--- config.mk ---
export PLATFORM = sky130hd
export DESIGN_NAME = wait_for_graph_deadlock_guard_unit
export DESIGN_NICKNAME = d
export VERILOG_FILES = /design/src/rtl/core/wfg_pkg.sv /design/src/rtl/core/wait_for_graph_deadlock_guard_unit.sv /design/src/rtl/core/wfg_graph_mem.sv /design/src/rtl/core/wfg_ctrl.sv
export VERILOG_INCLUDE_DIRS = /design/src /design/src/rtl/core
export SDC_FILE = /design/constraint.sdc
export NUM_CORES = 1
export LEC_CHECK = 0
export BUFFER_PORTS_ARGS = -buffer_cell sky130_fd_sc_hd__buf_2
export CORE_UTILIZATION = 45
export CTS_CLUSTER_DIAMETER = 40
export DETAILED_ROUTE_END_ITERATION = 12
export GPL_TIMING_DRIVEN = 0
export SYNTH_ARGS = -nofsm -noshare
export SYNTH_HDL_FRONTEND = slang
export SYNTH_SLANG_ARGS = --single-unit
--- constraint.sdc ---
create_clock -name clk -period 12.2 [get_ports clk]
set_clock_uncertainty 0.05 [all_clocks]
set_input_delay 1.22 -clock clk [delete_from_list [all_inputs] [get_ports clk]]
set_output_delay 1.22 -clock clk [all_outputs]
set_load 0.005 [all_outputs]
--- src/rtl/core/assert_macros.svh ---
`ifndef ASSERT_MACROS_SVH
`define ASSERT_MACROS_SVH

// Same-cycle implication, disabled while reset is asserted.
`define WFG_ASSERT_IMP(lbl, ck, rn, ante, cons, msg) \
	lbl: assert property (@(posedge ck) disable iff (!rn) (ante) |-> (cons)) \
		else $error(msg);

// Next-cycle implication, disabled while reset is asserted.
`define WFG_ASSERT_NXT(lbl, ck, rn, ante, cons, msg) \
	lbl: assert property (@(posedge ck) disable iff (!rn) (ante) |=> (cons)) \
		else $error(msg);

`endif

--- src/rtl/core/wfg_pkg.sv ---
`default_nettype none

package wfg_pkg;

	localparam int DEF_MAX_PROCESSES = 16;
	localparam int REQ_W = 4;
	localparam int CFG_W = 5;
	localparam logic [CFG_W-1:0] CFG_RESET = 5'd16;

	typedef logic [2:0] status_t;

	localparam status_t ST_GRANTED  = 3'd0;
	localparam status_t ST_RELEASED = 3'd1;
	localparam status_t ST_SAME     = 3'd2;
	localparam status_t ST_DEADLOCK = 3'd3;
	localparam status_t ST_RANGE    = 3'd4;

	typedef struct packed {
		logic re;
		logic we;
	} mem_req_t;

	typedef struct packed {
		logic    idle;
		logic    res_valid;
		status_t status;
	} ctrl_out_t;

endpackage

`default_nettype wire

--- src/rtl/core/wait_for_graph_deadlock_guard_unit.sv ---
// Out-of-range and same-process requests need no graph access, a release reads and rewrites one row,
// and a grant or deadlock refusal adds a reachability walk over k <= MAX_PROCESSES graph rows, which
// it reads one row per cycle from the graph memory.
// One request is in flight at a time; the next is accepted once the result has entered the
// output register. Reset clears the graph (per-row valid bits, no sweep) and sets the count to 16.
`default_nettype none
`include "assert_macros.svh"

module wait_for_graph_deadlock_guard_unit import wfg_pkg::*; #(
	parameter int MAX_PROCESSES = DEF_MAX_PROCESSES
) (
	input  wire logic             clk,
	input  wire logic             arst_n,
	input  wire logic             in_valid,
	output logic                  in_ready,
	input  wire logic [REQ_W-1:0] requester,
	input  wire logic [REQ_W-1:0] target,
	output logic                  out_valid,
	input  wire logic             out_ready,
	output status_t               status,
	input  wire logic             cfg_valid,
	output logic                  cfg_ready,
	input  wire logic [CFG_W-1:0] cfg_data
);

	localparam int AW = $clog2(MAX_PROCESSES);

	logic [CFG_W-1:0]         process_count_q;
	logic                     out_valid_q;
	status_t                  status_q;
	logic                     start;
	logic                     take;
	ctrl_out_t                cout;
	mem_req_t                 mreq;
	logic [AW-1:0]            raddr;
	logic [AW-1:0]            waddr;
	logic [MAX_PROCESSES-1:0] wdata;
	logic [MAX_PROCESSES-1:0] rdata;

	// count writes only between requests; a pending write goes ahead of a new request
	assign in_ready  = cout.idle & !cfg_valid;
	assign start     = in_valid & in_ready;
	assign take      = !out_valid_q || out_ready;
	assign cfg_ready = cout.idle;
	assign out_valid = out_valid_q;
	assign status    = status_q;

	always_ff @(posedge clk or negedge arst_n) begin
		if (!arst_n) begin
			process_count_q <= CFG_RESET;
			out_valid_q     <= 1'b0;
		end else begin
			if (cfg_valid && cfg_ready)
				process_count_q <= cfg_data;
			if (cout.res_valid && take)
				out_valid_q <= 1'b1;
			else if (out_ready)
				out_valid_q <= 1'b0;
		end
	end

	always_ff @(posedge clk) begin
		if (cout.res_valid && take)
			status_q <= cout.status;
	end

	wfg_ctrl #(
		.MAX_PROCESSES(MAX_PROCESSES)
	) u_ctrl (
		.clk      (clk),
		.arst_n   (arst_n),
		.start    (start),
		.requester(requester),
		.target   (target),
		.count    (process_count_q),
		.take     (take),
		.cout     (cout),
		.mreq     (mreq),
		.raddr    (raddr),
		.waddr    (waddr),
		.wdata    (wdata),
		.rdata    (rdata)
	);

	wfg_graph_mem #(
		.MAX_PROCESSES(MAX_PROCESSES)
	) u_mem (
		.clk   (clk),
		.arst_n(arst_n),
		.mreq  (mreq),
		.raddr (raddr),
		.waddr (waddr),
		.wdata (wdata),
		.rdata (rdata)
	);

	`WFG_ASSERT_NXT(a_busy_after_start, clk, arst_n, start, !in_ready, "accepted while busy")
	`WFG_ASSERT_NXT(a_result_loaded, clk, arst_n, cout.res_valid && take, out_valid_q, "result not loaded")
	`WFG_ASSERT_IMP(a_status_code, clk, arst_n, out_valid_q, status_q <= ST_RANGE, "bad status code")

endmodule

`default_nettype wire

--- src/rtl/core/wfg_graph_mem.sv ---
`default_nettype none

module wfg_graph_mem import wfg_pkg::*; #(
	parameter int MAX_PROCESSES = DEF_MAX_PROCESSES,
	localparam int AW = $clog2(MAX_PROCESSES)
) (
	input  wire logic                     clk,
	input  wire logic                     arst_n,
	input  wire mem_req_t                 mreq,
	input  wire logic [AW-1:0]            raddr,
	input  wire logic [AW-1:0]            waddr,
	input  wire logic [MAX_PROCESSES-1:0] wdata,
	output logic      [MAX_PROCESSES-1:0] rdata
);

	logic [MAX_PROCESSES-1:0] rows [MAX_PROCESSES];
	logic [MAX_PROCESSES-1:0] rdata_q;
	logic [MAX_PROCESSES-1:0] row_valid_q;
	logic                     rvld_q;

	// per-row valid bits stand in for clearing the array at reset
	always_ff @(posedge clk or negedge arst_n) begin
		if (!arst_n) begin
			row_valid_q <= '0;
			rvld_q      <= 1'b0;
		end else begin
			if (mreq.we)
				row_valid_q[waddr] <= 1'b1;
			if (mreq.re)
				rvld_q <= row_valid_q[raddr];
		end
	end

	always_ff @(posedge clk) begin
		if (mreq.we)
			rows[waddr] <= wdata;
		if (mreq.re)
			rdata_q <= rows[raddr];
	end

	assign rdata = rvld_q ? rdata_q : '0;

endmodule

`default_nettype wire

--- src/rtl/core/wfg_ctrl.sv ---
`default_nettype none
`include "assert_macros.svh"

module wfg_ctrl import wfg_pkg::*; #(
	parameter int MAX_PROCESSES = DEF_MAX_PROCESSES,
	localparam int AW = $clog2(MAX_PROCESSES)
) (
	input  wire logic                     clk,
	input  wire logic                     arst_n,
	input  wire logic                     start,
	input  wire logic [REQ_W-1:0]         requester,
	input  wire logic [REQ_W-1:0]         target,
	input  wire logic [CFG_W-1:0]         count,
	input  wire logic                     take,
	output ctrl_out_t                     cout,
	output mem_req_t                      mreq,
	output logic      [AW-1:0]            raddr,
	output logic      [AW-1:0]            waddr,
	output logic      [MAX_PROCESSES-1:0] wdata,
	input  wire logic [MAX_PROCESSES-1:0] rdata
);

	localparam int N  = MAX_PROCESSES;
	localparam int CW = $clog2(N + 1);
	localparam int EW = (CW > CFG_W) ? CW : CFG_W;

	localparam logic [1:0] S_IDLE = 2'd0;
	localparam logic [1:0] S_ROW  = 2'd1;
	localparam logic [1:0] S_WALK = 2'd2;
	localparam logic [1:0] S_DONE = 2'd3;

	logic [1:0]    state_q, state_d;
	logic          pend_q, pend_d;
	logic [AW-1:0] req_q, req_d;
	logic [AW-1:0] tgt_q, tgt_d;
	logic [N-1:0]  row_q, row_d;
	logic [N-1:0]  seen_q, seen_d;
	logic [N-1:0]  visited_q, visited_d;
	status_t       status_q, status_d;

	logic [EW-1:0] cnt_ext, eff_cnt, req_ext, tgt_ext;
	logic [N-1:0]  active;
	logic [N-1:0]  tgt_oh;
	logic [N-1:0]  seen_n;
	logic [N-1:0]  pend_vec;
	logic [N-1:0]  pick_oh;
	logic [AW-1:0] pick_idx;

	assign cnt_ext = EW'(count);
	assign eff_cnt = (cnt_ext > EW'(N)) ? EW'(N) : cnt_ext;
	assign req_ext = EW'(requester);
	assign tgt_ext = EW'(target);

	always_comb begin
		for (int i = 0; i < N; i++)
			active[i] = (EW'(i) < eff_cnt);
	end

	assign tgt_oh = N'(1) << tgt_q;

	// merge the row returned for the last visited node into the reached set
	assign seen_n   = seen_q | (pend_q ? (rdata & active) : '0);
	assign pend_vec = seen_n & ~visited_q;
	assign pick_oh  = pend_vec & (~pend_vec + N'(1));

	always_comb begin
		pick_idx = '0;
		for (int i = N - 1; i >= 0; i--)
			if (pend_vec[i])
				pick_idx = AW'(i);
	end

	always_comb begin
		state_d   = state_q;
		pend_d    = 1'b0;
		req_d     = req_q;
		tgt_d     = tgt_q;
		row_d     = row_q;
		seen_d    = seen_q;
		visited_d = visited_q;
		status_d  = status_q;
		mreq.re   = 1'b0;
		mreq.we   = 1'b0;
		raddr     = AW'(requester);
		waddr     = req_q;
		wdata     = row_q | tgt_oh;

		case (state_q)
			S_IDLE: begin
				if (start) begin
					req_d = AW'(requester);
					tgt_d = AW'(target);
					if ((req_ext >= eff_cnt) || (tgt_ext >= eff_cnt)) begin
						status_d = ST_RANGE;
						state_d  = S_DONE;
					end else if (requester == target) begin
						status_d = ST_SAME;
						state_d  = S_DONE;
					end else begin
						mreq.re = 1'b1;
						state_d = S_ROW;
					end
				end
			end
			S_ROW: begin
				if (rdata[tgt_q]) begin
					mreq.we  = 1'b1;
					wdata    = rdata & ~tgt_oh;
					status_d = ST_RELEASED;
					state_d  = S_DONE;
				end else begin
					row_d     = rdata;
					seen_d    = tgt_oh;
					visited_d = '0;
					state_d   = S_WALK;
				end
			end
			S_WALK: begin
				if (seen_n[req_q]) begin
					status_d = ST_DEADLOCK;
					state_d  = S_DONE;
				end else if (pend_vec == '0) begin
					mreq.we  = 1'b1;
					status_d = ST_GRANTED;
					state_d  = S_DONE;
				end else begin
					mreq.re   = 1'b1;
					raddr     = pick_idx;
					visited_d = visited_q | pick_oh;
					seen_d    = seen_n;
					pend_d    = 1'b1;
				end
			end
			S_DONE: begin
				if (take)
					state_d = S_IDLE;
			end
			default: state_d = S_IDLE;
		endcase
	end

	always_ff @(posedge clk or negedge arst_n) begin
		if (!arst_n) begin
			state_q <= S_IDLE;
			pend_q  <= 1'b0;
		end else begin
			state_q <= state_d;
			pend_q  <= pend_d;
		end
	end

	always_ff @(posedge clk) begin
		req_q     <= req_d;
		tgt_q     <= tgt_d;
		row_q     <= row_d;
		seen_q    <= seen_d;
		visited_q <= visited_d;
		status_q  <= status_d;
	end

	assign cout.idle      = (state_q == S_IDLE);
	assign cout.res_valid = (state_q == S_DONE);
	assign cout.status    = status_q;

	`WFG_ASSERT_IMP(a_no_rw_overlap, clk, arst_n, mreq.re, !mreq.we, "read and write in one cycle")
	`WFG_ASSERT_NXT(a_write_ends, clk, arst_n, mreq.we, state_q == S_DONE, "write not followed by done")
	`WFG_ASSERT_IMP(a_visited_seen, clk, arst_n, state_q == S_WALK, (visited_q & ~seen_q) == '0, "visited node outside reached set")
	`WFG_ASSERT_NXT(a_pend_read, clk, arst_n, (state_q == S_WALK) && mreq.re, pend_q, "walk read without merge")

endmodule

`default_nettype wire

# == Word-level counts from Yosys, hierarchy flattened ==
# Memories as Yosys holds them, arrays and structs flattened. A register that Yosys moved wholly into a read port is not among the register bits.
# Index checks and enable logic that the tools add are counted.
# classes
n_reduce_logical,17
n_bitwise,14
add_sub_neg,1
eq_ne,12
n_mux,70
n_shift,1
n_lt_le_gt_ge,23
# ops
op,n
2-to-1 mux 16 bit,10
2-to-1 mux 4 bit,19
AND 16 bit,4
bitwise OR 16 bit,4
case mux 16 bit (2 select lines),2
inverter 16 bit,3
< comparator 4 x 5 -> 1 bit (first input constant),8
< comparator 3 x 5 -> 1 bit (first input constant),4
2-to-1 mux 3 bit,6
2-to-1 mux 1 bit,17
adder 16 x 1 -> 16 bit (second input constant),1
logical NOT 16 bit,1
<< shifter 1 x 4 -> 16 bit (first input constant),1
< comparator 4 x 5 -> 1 bit (second input constant),3
2-to-1 mux 2 bit,7
binary-select mux 1 bit (select 4 bit),3
greater-or-equal comparator 4 x 5 -> 1 bit,2
< comparator 1 x 5 -> 1 bit (first input constant),2
< comparator 2 x 5 -> 1 bit (first input constant),2
case mux 3 bit (3 select lines),1
!= test 2 bit (second input constant),4
case mux 2 bit (4 select lines),1
!= test 3 x 1 -> 1 bit (second input constant),2
greater-than comparator 5 bit (second input constant),1
20 further kinds,30
# totals
mem_bits_rw,256
memories,1
register_bits,88
out_inout_bits,6
input_bits,18
# mem_list
name,words,width,read_ports,rd_clocked_by_memory_dff,write_ports,line_no,source
u_mem.rows,16,16,1,1,1,wfg_graph_mem.sv:16,logic [MAX_PROCESSES-1:0] rows [MAX_PROCESSES];

# == Depth between registers and ports, before layout ==
# logic_depth
ltp_word,28
mapped_depth,16
depth_no_buf,12

# == Hierarchy ==
# From an unflattened synthesis, not the netlist that was laid out.
# unflattened
hier_cells,898
area_unflattened_um2,15503.6
# modules_own_cells
module,area_each_um2,n_inst,seq_area_each_um2,cells_each
wfg_graph_mem,10961.8,1,8593.2,452
wfg_ctrl,4204.0,1,1846.8,426
wait_for_graph_deadlock_guard_unit,337.8,1,241.5,20

# == Worst setup path before layout ==
# Ideal clock, no wire load.
# synth_timing
path_type,input-to-reg
startpoint,input requester[0]
endpoint,register u_mem.rvld_q
required_time_ps,12041
path_stages,13
slack_ps,7586
arrival_ps,4456
cell_sequence,clkbuf_1 > inv_1 > ha_1 > nand2b_1 > a21oi_1 > nor2b_1 > o21ai_0 > a31oi_1 > a41o_1 > o21ai_0 > nand2_1 > a211o_1 > o221ai_1
# synth_lines
element,line_no,source
start: declaration,wait_for_graph_deadlock_guard_unit.sv:16,"input wire logic [REQ_W-1:0] requester,"
end signal: assignment,wfg_graph_mem.sv:30,rvld_q <= row_valid_q[raddr];
end: declaration,wfg_graph_mem.sv:19,logic rvld_q;

# == Worst setup path after layout ==
# layout_timing
startpoint,register process_count_q[4]
endpoint,"register u_mem.rdata_q[6], read port of u_mem.rows, data pin"
# layout_between
elab_chain_cells,26
# layout_lines
element,line_no,source
start: declaration,wait_for_graph_deadlock_guard_unit.sv:28,logic [CFG_W-1:0] process_count_q;
start signal: assignment,wait_for_graph_deadlock_guard_unit.sv:54,process_count_q <= cfg_data;
greater-than comparator 5 bit,wfg_ctrl.sv:50,assign eff_cnt = (cnt_ext > EW'(N)) ? EW'(N) : cnt_ext;
2-to-1 mux 5 bit *,wfg_ctrl.sv:50,
< comparator 4 x 5 -> 1 bit,wfg_ctrl.sv:56,active[i] = (EW'(i) < eff_cnt);
AND 16 bit,wfg_ctrl.sv:62,assign seen_n = seen_q | (pend_q ? (rdata & active) : '0);
2-to-1 mux 16 bit,wfg_ctrl.sv:62,
bitwise OR 16 bit,wfg_ctrl.sv:62,
AND 16 bit,wfg_ctrl.sv:63,assign pend_vec = seen_n & ~visited_q;
2-to-1 mux 4 bit (16 in series),wfg_ctrl.sv:69,if (pend_vec[i])
2-to-1 mux 4 bit,wfg_ctrl.sv:122,end else if (pend_vec == '0) begin
2-to-1 mux 4 bit,wfg_ctrl.sv:119,if (seen_n[req_q]) begin
2-to-1 mux 4 bit,wfg_ctrl.sv:88,case (state_q)
end: declaration,wfg_graph_mem.sv:17,logic [MAX_PROCESSES-1:0] rdata_q;
# Every way passes the cells marked *; elsewhere a longest branch is shown, timed or not. The select of a mux whose other input is x is not followed.
# A chain may end at the register's enable or synchronous reset.

==> impl_metrics.tcl <==
set metrics [dict create \
    status "complete, no violations" \
    ys_warn_count 0 \
    ant_nets 0 \
    fin_crit_ns 5.51 \
    start_util_pct 45.8 \
    drive_gt1_share_pct 24.4 \
    critical_path.startpoint "process_count_q[4]$_DFFE_PN1P_" \
    whs_ns 0.370 \
    synth_edf_count 334 \
    htreeDepth 2 \
    grt_max_degree 28 \
    grt-ovfl-total 0 \
    fmax_ghz 0.181 \
    routed_wl_microns 38300 \
    synth.distinct_cells 77 \
    finalHoldViolations 0 \
    seq_area_frac_synth_pct 67.5 \
    cts_resized 0 \
    holdBufCountCts 0 \
    first_global_vias 9177 \
    grt_first_pass_wirelength_microns 57900 \
    layout.area.seq_sq_mm 0.0107 \
    syn_avg_cell_area_sq_um 16.1 \
    ys_ff_latch 360 \
    finalNetCount 1112 \
    cts_tree "done" \
    power_density_mw_per_mm2 262 \
    cts.clk_slew.worst_paths_ns 0.05 \
    drt_iter0_drc 732 \
    critPathLaunchType "register" \
    port_buffers 23 \
    clk_latency_ns 0.56 \
    slew_viol_final 0 \
    numCtsBuffers 51 \
    chipWidth_microns 189 \
    gp_congestion 0.922 \
    ys.flop_type "edfxtp_1" \
    setup_slack_ns 6.69 \
    clock_sinks 360 \
    cts_buffer_depth 3 \
    die_y_microns 189 \
    area_growth_pct 17.4 \
    ys_top_cells_by_area "edfxtp_1 (63%), mux4_2 (8.8%), dfrtp_1 (4.0%)" \
    post_drt_via_cell_ratio 5.80 \
    yosysTopAreaCell "edfxtp_1" \
    async_flop_share_pct 7.22 \
    first_pass_iters 5 \
    netlist_area_sq_mm 0.0158 \
    worstMarginPinSlew_ns 1.48 \
    avgRoutedWirePerCell_microns 24.3 \
    antenna_cells 0 \
    syn_inst 984 \
    cp-end-kind "register" \
    hpwl_microns 26400 \
    die_area_sq_mm 0.0359 \
    worstPathRequired_ns 12.43 \
    p_leak_uw 0.00644 \
    synth_nets 1014 \
    drc 0 \
    synth_top_area_share_pct 63.4 \
    cp.arrival_ns 5.74 \
    fin_crit_sh_pct 45.2 \
    clockRootBuffer "clkbuf_16" \
    slew_headroom_pct 1.62 \
    io_pins 24 \
    path_max_fanout 10 \
    multiInputGateArea_sq_mm 0.00479 \
    cts_setup_buffers 0 \
    post-place-ws_ns 6.75 \
    rows 68 \
    design.core.area_sq_mm 0.0345 \
    finalSetupViolCount 0 \
    hold_class "register to register" \
    hold_path_startpoint "u_ctrl.status_q[1]$_DFFE_PP_" \
    vias 9124 \
    crit_type "register to register" \
    n_fill_cell 2861 \
    antenna_found_initial 1 \
    reg2reg_from "process_count_q[4]$_DFFE_PN1P_" \
    max-cap-violations 0 \
    irDropWorstVdd_mv 0.160 \
    grtUsageTotal_pct 22.0 \
    rsz0062_at_grt "false" \
    setup_tns_ns 0 \
]
## power breakdown
part,leakage [uW],internal [uW],switching (uW)
sequential,0.00339,1730,106
clock,0.000793,855,552
combinational,0.00226,617,1010
total,0.00644,3200,1670
## cells by family (layout without fill, tap and decap cells)
logic type	Yosys count	after routing	synth area share (%)
compound gates	177	177	7.24
flops	360	360	67.5
mux	133	133	14.1
simple gates	216	216	7.21
buf+inv	82	217	2.75
fa+ha+maj	12	12	0.949
xor+xnor	4	4	0.221
## flip-flops by register name (all words and copies together), names as in the netlist, 2 cells and up
name,count
u_mem.rows,256
u_ctrl.visited_q,16
u_mem.rdata_q,16
u_ctrl.seen_q,16
status,3
u_ctrl.row_q,16
u_ctrl.tgt_q,4
u_ctrl.waddr,4
u_ctrl.status_q,3
u_mem.row_valid_q,16
u_ctrl.state_q,2
process_count_q,5
## area by class of cell
class / count / area share (%)
multi-input cells: 542 / 25.8
inverters: 28 / 0.566
well taps: 455 / 3.07
repair buffers: 45 / 2.44
plain buffers: 54 / 1.78
clock buffers: 58 / 7.18
flip-flops and latches: 360 / 57.5
clock inverters: 32 / 1.64
## synthesized netlist by cell type, types with 3 or more instances
cell	n
ha_1	12
mux4_2	62
nor4_1	5
edfxtp_1	334
o21a_1	4
mux2i_1	56
buf_6	6
a31oi_1	23
nand4_1	8
o211ai_1	4
a211o_1	4
mux2_2	8
or2_2	17
nand2_1	35
xnor2_1	4
mux4_1	7
o22ai_1	4
nand3_1	20
inv_1	28
a22oi_1	3
nor2_1	61
and2_1	21
buf_2	6
nor2b_1	11
o31ai_1	3
a21oi_1	62
dfrtp_1	25
a211oi_1	10
buf_12	3
o21ai_0	22
or3_1	3
buf_1	4
nor3_1	6
clkbuf_1	30
nand2b_1	13
a21o_1	5
o21ai_1	3
buf_4	4
## cells in the final DEF, fill, tap and decap left out, types with 10 or more instances in the layout
| cell type | netlist | layout |
|---|---|---|
| clkbuf_1 | 30 | 35 |
| nand3_1 | 20 | 20 |
| nor2_2 | 1 | 18 |
| buf_2 | 6 | 29 |
| nand2_1 | 35 | 35 |
| or2_2 | 17 | 17 |
| a31oi_1 | 23 | 19 |
| a211oi_1 | 10 | 10 |
| clkbuf_16 | 0 | 52 |
| ha_1 | 12 | 12 |
| nor2_1 | 61 | 44 |
| o21ai_0 | 22 | 21 |
| nor2b_1 | 11 | 11 |
| edfxtp_1 | 334 | 334 |
| mux4_2 | 62 | 62 |
| mux2i_1 | 56 | 56 |
| buf_8 | 1 | 17 |
| nand2b_1 | 13 | 13 |
| a21oi_1 | 62 | 60 |
| and2_1 | 21 | 21 |
| dfrtp_1 | 25 | 25 |
| inv_1 | 28 | 28 |
## per-stage QoR
step                instances  util (%)  area (sq um)  power [uW]
detailed placement       1482      48.9         16900        3470
global route             1574      53.7         18600        5080
global placement         1462      47.8         16500        3420
finish                   1574      53.7         18600        4870
floorplan                 984         -         15800        2920
CTS                      1572      53.6         18500        4880
## critical path, cell delays in order (launching register included)
cell and delay, ns:
dfstp_2 0.52, buf_2 0.22, buf_1 0.48, nor3_2 0.17, a211oi_1 0.45, o21bai_1 0.45
nor4_4 0.12, nand4_1 0.35, a21o_1 0.25, and2_1 0.14, clkbuf_1 0.26, buf_4 0.29
buf_1 0.62, mux4_2 0.40, mux2i_1 0.32, mux2i_1 0.12
## path summary, 6_finish.rpt
path | to | slack, ns | depth (start not counted)
worst max-delay path | u_mem.rdata_q[6]$_DFFE_PP_ | 6.69 | 15
worst min-delay path | status[1]$_DFFE_PP_ | 0.37 | 0
worst max register to register | u_mem.rdata_q[6]$_DFFE_PP_ | 6.69 | 15
worst min register to register | status[1]$_DFFE_PP_ | 0.37 | 0
max in group asynchronous | process_count_q[3]$_DFFE_PN0P_ | 11.02 | 1
min in group asynchronous | u_mem.row_valid_q[13]$_DFFE_PN0P_ | 0.64 | 1
## per-layer routing
layer  global-route usage (%)  part of all wire (%)
met3                     3.32                   5.5
met1                     30.7                    44
met4                     7.79                   3.0
met5                        0                     0
met2                     35.1                    47
No activity file was read; power rests on OpenSTA's default activity.
